===== src/rtl/slma_pkg.sv =====
package slma_pkg;

    // Width of one distance value in cm
    localparam int VAL_W = 9;

    // Default length of the averaging window
    localparam int WINDOW_DEF = 10;

    // Register port
    localparam int DATA_W = 32;
    localparam int ADDR_W = 3;

    // Register word index, taken from paddr[ADDR_W-1:2]
    typedef enum logic [ADDR_W-3:0] {
        REG_CHANGE_LIMIT = 1'b0
    } reg_idx_t;

    localparam logic [VAL_W-1:0] CHANGE_LIMIT_RST = 9'd30;

endpackage


===== src/rtl/slew_limited_moving_average_core.sv =====
// Slew-limited moving average of ultrasonic distance samples.
// Input channel: distance_cm with input_valid / input_stall; a beat moves at a
// rising edge with valid high and stall low. A zero sample repeats the last
// accepted value; any other sample is clamped to within change_limit of it.
// Output channel: accepted_cm and average_cm with result_valid / result_stall,
// one result beat per input beat, in order.
// A beat passes the input register, the state update and then the divide into
// the output register, which raises result_valid.
// Throughput: one beat per cycle while result_stall is low; the window ring,
// running sum and slot pointer are updated once per beat, and the divide by
// WINDOW is a single constant multiply in its own stage.
// When the receiver stalls, the output register holds its beat and the
// stages behind it keep filling; input_stall rises once every stage is full.
// Register port: change_limit at byte address 0 (APB, pready always high).
// Reset clears the pipeline and the running sum, but not the ring (read as zero
// until written), and sets change_limit to 30, so the average ramps up from zero.
module slew_limited_moving_average_core #(
    parameter int WINDOW = slma_pkg::WINDOW_DEF
) (
    input  logic                              clk,
    input  logic                              rst_n,
    // APB register port
    input  logic                              psel,
    input  logic                              penable,
    input  logic                              pwrite,
    input  logic [slma_pkg::ADDR_W-1:0]       paddr,
    input  logic [slma_pkg::DATA_W-1:0]       pwdata,
    output logic [slma_pkg::DATA_W-1:0]       prdata,
    output logic                              pready,
    // Input channel
    input  logic                              input_valid,
    output logic                              input_stall,
    input  logic [slma_pkg::VAL_W-1:0]        distance_cm,
    // Result channel
    output logic                              result_valid,
    input  logic                              result_stall,
    output logic [slma_pkg::VAL_W-1:0]        accepted_cm,
    output logic [slma_pkg::VAL_W-1:0]        average_cm
);

    localparam int VAL_W     = slma_pkg::VAL_W;
    localparam int SLOT_W    = $clog2(WINDOW);
    localparam int SUM_W     = $clog2(((1 << VAL_W) - 1) * WINDOW + 1);
    // floor(x / WINDOW) == (x * DIV_MULT) >> DIV_SHIFT for all x below 2**SUM_W
    localparam int DIV_SHIFT = SUM_W + $clog2(WINDOW);
    localparam int unsigned DIV_MULT = ((1 << DIV_SHIFT) + WINDOW - 1) / WINDOW;
    localparam int MULT_W    = SUM_W + 1;
    localparam int PROD_W    = SUM_W + MULT_W;
    localparam logic [SLOT_W-1:0] LAST_SLOT = SLOT_W'(WINDOW - 1);

    // Configuration
    logic [VAL_W-1:0]  change_limit_reg;
    logic              cfg_wr;

    // Pipeline control
    logic              s1_vld_reg;
    logic              s2_vld_reg;
    logic              out_vld_reg;
    logic              en1;
    logic              en2;
    logic              en3;
    logic              proc;
    logic              move3;

    // Stage 1: input register
    logic [VAL_W-1:0]  s1_dist_reg;

    // Window state
    logic [VAL_W-1:0]  last_reg;
    logic [SUM_W-1:0]  sum_reg;
    logic [SUM_W-1:0]  sum_next;
    logic [SLOT_W-1:0] slot_reg;
    logic [SLOT_W-1:0] slot_next;
    logic              last_slot;
    logic              wrap_reg;
    logic              rd_vld_reg;
    logic [VAL_W-1:0]  mem_rd_reg;
    logic [VAL_W-1:0]  oldest;
    logic [VAL_W-1:0]  ring [WINDOW];

    // Clamp
    logic [VAL_W-1:0]  acc;
    logic [VAL_W-1:0]  diff_up;
    logic [VAL_W-1:0]  diff_dn;

    // Stage 2 and divide
    logic [VAL_W-1:0]  s2_acc_reg;
    logic [PROD_W-1:0] prod;

    // Output register
    logic [VAL_W-1:0]  accepted_reg;
    logic [VAL_W-1:0]  average_reg;

    // Register port
    assign pready = 1'b1;
    assign cfg_wr = psel && penable && pwrite
                    && (paddr[slma_pkg::ADDR_W-1:2] == slma_pkg::REG_CHANGE_LIMIT);

    always_comb
    begin
        prdata = '0;
        if (paddr[slma_pkg::ADDR_W-1:2] == slma_pkg::REG_CHANGE_LIMIT)
        begin
            prdata = slma_pkg::DATA_W'(change_limit_reg);
        end
    end

    always_ff @(posedge clk or negedge rst_n)
    begin
        if (!rst_n)
        begin
            change_limit_reg <= slma_pkg::CHANGE_LIMIT_RST;
        end
        else if (cfg_wr)
        begin
            change_limit_reg <= pwdata[VAL_W-1:0];
        end
    end

    // Advance each stage when the one ahead is empty or moving
    assign en3         = !out_vld_reg || !result_stall;
    assign en2         = !s2_vld_reg || en3;
    assign en1         = !s1_vld_reg || en2;
    assign proc        = s1_vld_reg && en2;
    assign move3       = s2_vld_reg && en3;
    assign input_stall = !en1;

    always_ff @(posedge clk or negedge rst_n)
    begin
        if (!rst_n)
        begin
            s1_vld_reg  <= 1'b0;
            s2_vld_reg  <= 1'b0;
            out_vld_reg <= 1'b0;
        end
        else
        begin
            if (en1)
            begin
                s1_vld_reg <= input_valid;
            end
            if (en2)
            begin
                s2_vld_reg <= s1_vld_reg;
            end
            if (en3)
            begin
                out_vld_reg <= s2_vld_reg;
            end
        end
    end

    // Capture the input beat
    always_ff @(posedge clk)
    begin
        if (en1 && input_valid)
        begin
            s1_dist_reg <= distance_cm;
        end
    end

    // Hold on dropout, else clamp the step to the change limit
    assign diff_up = s1_dist_reg - last_reg;
    assign diff_dn = last_reg - s1_dist_reg;

    always_comb
    begin
        acc = s1_dist_reg;
        if (s1_dist_reg == '0)
        begin
            acc = last_reg;
        end
        else if (s1_dist_reg > last_reg)
        begin
            if (diff_up > change_limit_reg)
            begin
                acc = last_reg + change_limit_reg;
            end
        end
        else if (diff_dn > change_limit_reg)
        begin
            acc = last_reg - change_limit_reg;
        end
    end

    // Drop the oldest entry from the sum and add the new one
    assign oldest    = rd_vld_reg ? mem_rd_reg : '0;
    assign sum_next  = sum_reg - SUM_W'(oldest) + SUM_W'(acc);
    assign last_slot = (slot_reg == LAST_SLOT);
    assign slot_next = last_slot ? '0 : slot_reg + 1'b1;

    always_ff @(posedge clk or negedge rst_n)
    begin
        if (!rst_n)
        begin
            last_reg   <= '0;
            sum_reg    <= '0;
            slot_reg   <= '0;
            wrap_reg   <= 1'b0;
            rd_vld_reg <= 1'b0;
        end
        else if (proc)
        begin
            last_reg   <= acc;
            sum_reg    <= sum_next;
            slot_reg   <= slot_next;
            rd_vld_reg <= wrap_reg || last_slot;
            if (last_slot)
            begin
                wrap_reg <= 1'b1;
            end
        end
    end

    // Write the new entry and prefetch the next oldest one
    always_ff @(posedge clk)
    begin
        if (proc)
        begin
            ring[slot_reg] <= acc;
            mem_rd_reg     <= ring[slot_next];
        end
    end

    always_ff @(posedge clk)
    begin
        if (proc)
        begin
            s2_acc_reg <= acc;
        end
    end

    // Divide the sum by WINDOW through a reciprocal multiply
    assign prod = PROD_W'(sum_reg) * PROD_W'(DIV_MULT);

    always_ff @(posedge clk)
    begin
        if (move3)
        begin
            accepted_reg <= s2_acc_reg;
            average_reg  <= VAL_W'(prod >> DIV_SHIFT);
        end
    end

    assign result_valid = out_vld_reg;
    assign accepted_cm  = accepted_reg;
    assign average_cm   = average_reg;

    // The running sum always matches the last update
    a_sum_update: assert property (@(posedge clk) disable iff (!rst_n)
        proc |=> (sum_reg == $past(sum_next)) && (last_reg == s2_acc_reg))
        else $error("running sum or last value not updated with the beat");

    // State moves only with a beat
    a_state_hold: assert property (@(posedge clk) disable iff (!rst_n)
        !proc |=> $stable(sum_reg) && $stable(slot_reg) && $stable(last_reg))
        else $error("window state changed without a beat");

    // Slot pointer stays within the window
    a_slot_range: assert property (@(posedge clk) disable iff (!rst_n)
        slot_reg <= LAST_SLOT)
        else $error("slot pointer beyond window");

    // Once wrapped, every prefetched entry is a written one
    a_wrap_sticky: assert property (@(posedge clk) disable iff (!rst_n)
        (wrap_reg && proc) |=> (wrap_reg && rd_vld_reg))
        else $error("ring wrap state lost");

    // Stage 1 is never overwritten while full and held
    a_no_overrun: assert property (@(posedge clk) disable iff (!rst_n)
        (input_valid && !input_stall) |-> (!s1_vld_reg || en2))
        else $error("input beat taken into a held stage");

endmodule

===== config.mk =====
export PLATFORM = sky130hd
export DESIGN_NAME = slew_limited_moving_average_core
export DESIGN_NICKNAME = d
export VERILOG_FILES = /design/src/rtl/slma_pkg.sv /design/src/rtl/slew_limited_moving_average_core.sv
export SDC_FILE = /design/constraint.sdc
export NUM_CORES = 1
export LEC_CHECK = 0
export BUFFER_PORTS_ARGS = -buffer_cell sky130_fd_sc_hd__buf_4
export CORE_MARGIN = 2
export CORE_UTILIZATION = 40
export CTS_CLUSTER_DIAMETER = 100
export CTS_CLUSTER_SIZE = 8
export DETAILED_ROUTE_END_ITERATION = 8
export SLEW_MARGIN = 25
export SYNTH_ARGS = -nofsm -noshare
export SYNTH_HDL_FRONTEND = slang
export SYNTH_SLANG_ARGS = --single-unit
export TNS_END_PERCENT = 20

===== constraint.sdc =====
create_clock -name clk -period 15.4 [get_ports clk]
set_clock_uncertainty 0.05 [all_clocks]
set_input_delay 2.31 -clock clk [delete_from_list [all_inputs] [get_ports clk]]
set_output_delay 2.31 -clock clk [all_outputs]
set_load 0.02 [all_outputs]

==> results.json <==
{
  "grt_start_max_net_pins": 41,
  "crit_required_ps": 15690,
  "cts-buffers-inserted": 17,
  "top_layer": "met4",
  "cp_max_fo": 14,
  "ctsHoldBuffers": 0,
  "rsz0062_at_grt": "no",
  "fp.dieH_um": 180,
  "synth-edff-count": 135,
  "clkLatencyLatePin_ps": 440,
  "synthSimpleGateAreaFrac_pct": 8.74,
  "ctsResizeCount": 0,
  "yosysWarnings": 0,
  "nets": 1387,
  "worst_pin_slew_ps": 1030,
  "r2r_setup_slack_ps": 8540,
  "layout-drive-gt1-share_pct": 12.8,
  "cts_num_sinks": 175,
  "route.vias.total": 7717,
  "synth_cell_types": 75,
  "hold_viol": 0,
  "yosys-top-cells-area": "edfxtp_1, ha_1, fa_1",
  "h-tree-depth": 4,
  "slew_violations": 0,
  "drc": 0,
  "yosysTopAreaCell": "edfxtp_1",
  "fmax_mhz": 146,
  "final_antenna_net_count": 0,
  "clk_pin_slew_ps": 70,
  "slew-limit-headroom_pct": 31.3,
  "std_cell_rows": 64,
  "arrival_ps": 7150,
  "cts_setup_buffers": 0,
  "ios": 104,
  "status": "finished clean",
  "core_um2": 30600,
  "dr.pass1.iters": 5,
  "synthAdderAreaFrac_pct": 23.9,
  "antenna_cells": 0,
  "synth.avg_cell_area_um2": 11.5,
  "place.gp.congestion": 0.879,
  "die_area_um2": 32500,
  "drv_cap": 0,
  "synth_top_area_share_pct": 32.6,
  "worst_setup_path_start_kind": "flop",
  "met3_length_um": 699,
  "die_x_um": 180,
  "crit_path_end_kind": "flop",
  "first_global_vias": 7820,
  "synth-seq-area-share_pct": 40.7,
  "crit_path_top_delay_cell": "nor3_2",
  "grt_first_pass_wirelength_mm": 40.9,
  "clock-root-buffer": "clkbuf_16",
  "antenna_found_initial": 0,
  "ys_ff_latch": 175,
  "hpwl_mm": 19.1,
  "vias_per_cell": 5.01,
  "period_minus_slack_ps": 6860,
  "min_path_type": "flop to flop",
  "area_growth_pct": 10.5,
  "yosys.area_share.xor_xnor_pct": 3.24,
  "finalCritPeriodShare_pct": 44.5,
  "io_buffers": 54,
  "setup_viol": 0,
  "routed_wl_mm": 25.1,
  "synth_top_family_by_area": "adder cells",
  "cts_tree": "built",
  "largest_reg_flops": 90,
  "wl_met1_mm": 11.7,
  "initial_core_util_pct": 40.6,
  "drtIter0Drc": 454,
  "synthesis.area_um2": 12400,
  "tns_ps": 0,
  "grt_use_total_pct": 16.0,
  "critPathMaxStageDelay_ps": 730,
  "worstSetupPathType": "flop to flop",
  "synth_compound_area_share_pct": 10.2,
  "wl_met2_mm": 12.3,
  "wl_per_cell_um": 16.3,
  "synth_ff_type": "edfxtp_1",
  "synthArstFlopShare_pct": 22.9,
  "clockBufferDepth": 2,
  "yosys-mux-area-fraction_pct": 6.01,
  "overflow": 0,
  "syn_inst": 1084
}
==> path summary, 6_finish.rpt <==
path | from | to | cells past startpoint
max | s1_dist_reg[0] | sum_reg[11] | 29
max in group asynchronous | rst_n | sum_reg[11] | 1
max reg2reg | s1_dist_reg[0] | sum_reg[11] | 29
min | s2_acc_reg[6] | accepted_cm[6] | 0
min in group asynchronous | rst_n | change_limit_reg[0] | 1
min reg2reg | s2_acc_reg[6] | accepted_cm[6] | 0
==> stage by stage <==
| step | hold slack [ps] | setup WS [ps] | util, % | instances | instance area [um2] |
|---|---|---|---|---|---|
| floorplan | 350 | 9670 | - | 1106 | 12500 |
| global placement | 353 | 8570 | 42.9 | 1509 | 13100 |
| detailed placement | 356 | 8540 | 42.9 | 1509 | 13100 |
| CTS | 372 | 8520 | 44.8 | 1541 | 13700 |
| global route | 391 | 7840 | 44.9 | 1541 | 13700 |
| finish | 371 | 8540 | 44.9 | 1541 | 13700 |
==> cell usage in the layout (no fill, tap or decap), types with 23 or more instances in the layout <==
| cell | count |
|---|---|
| a21oi_1 | 46 |
| buf_4 | 61 |
| conb_1 | 24 |
| dfrtp_1 | 36 |
| edfxtp_1 | 135 |
| fa_1 | 56 |
| ha_1 | 148 |
| inv_1 | 145 |
| mux2i_1 | 25 |
| nand2_1 | 43 |
| nor2_1 | 57 |
| nor3_1 | 23 |
| o21ai_0 | 36 |
| xnor2_1 | 33 |
==> worst max-delay path, delay by kind of cell (launching register included) <==
family	cells	cell delay, ps
AO/OA/AOI/OAI	13	2590
buffers and inverters	3	210
adder cells (fa/ha/maj)	5	1730
XOR/XNOR	2	210
flip-flops	1	470
AND/OR/NAND/NOR	6	1510
==> cell type report <==
cell class | count | area [um2]
clock buffers | 20 | 457
clock inverters | 12 | 138
fillers | 2833 | 16900
inverters | 145 | 544
multi-input cells | 732 | 6570
flip-flops and latches | 175 | 5060
well taps | 396 | 495
repair buffers | 61 | 458
==> cells by family (layout without fill, tap and decap cells) <==
kind of cell               count (synthesis)  in the layout
AOI/OAI and AO/OA                        183            183
xor gates and xnor gates                  46             46
muxes                                     60             60
buffers and inverters                    199            238
and+or+nand+nor                          215            215
other                                      2             24
DFF                                      175            175
adders and majority gates                204            204
==> cells in the mapped netlist, types with 24 or more instances <==
cell type / number
xnor2_1: 33
nor2_1: 57
ha_1: 148
mux2i_1: 25
inv_1: 145
o21ai_0: 36
edfxtp_1: 135
nand2_1: 43
fa_1: 56
a21oi_1: 46
buf_4: 24
dfrtp_1: 36
==> layer usage <==
metal	vias to the layer above	GRT usage (%)
li1	3827	-
met1	3756	21.1
met2	111	27.4
met3	23	2.16
met4	0	4.71
met5	-	0
Power is left out: the tool's default activity adds up to more than one toggle a clock period on the data nets, which glitch-free logic cannot reach.
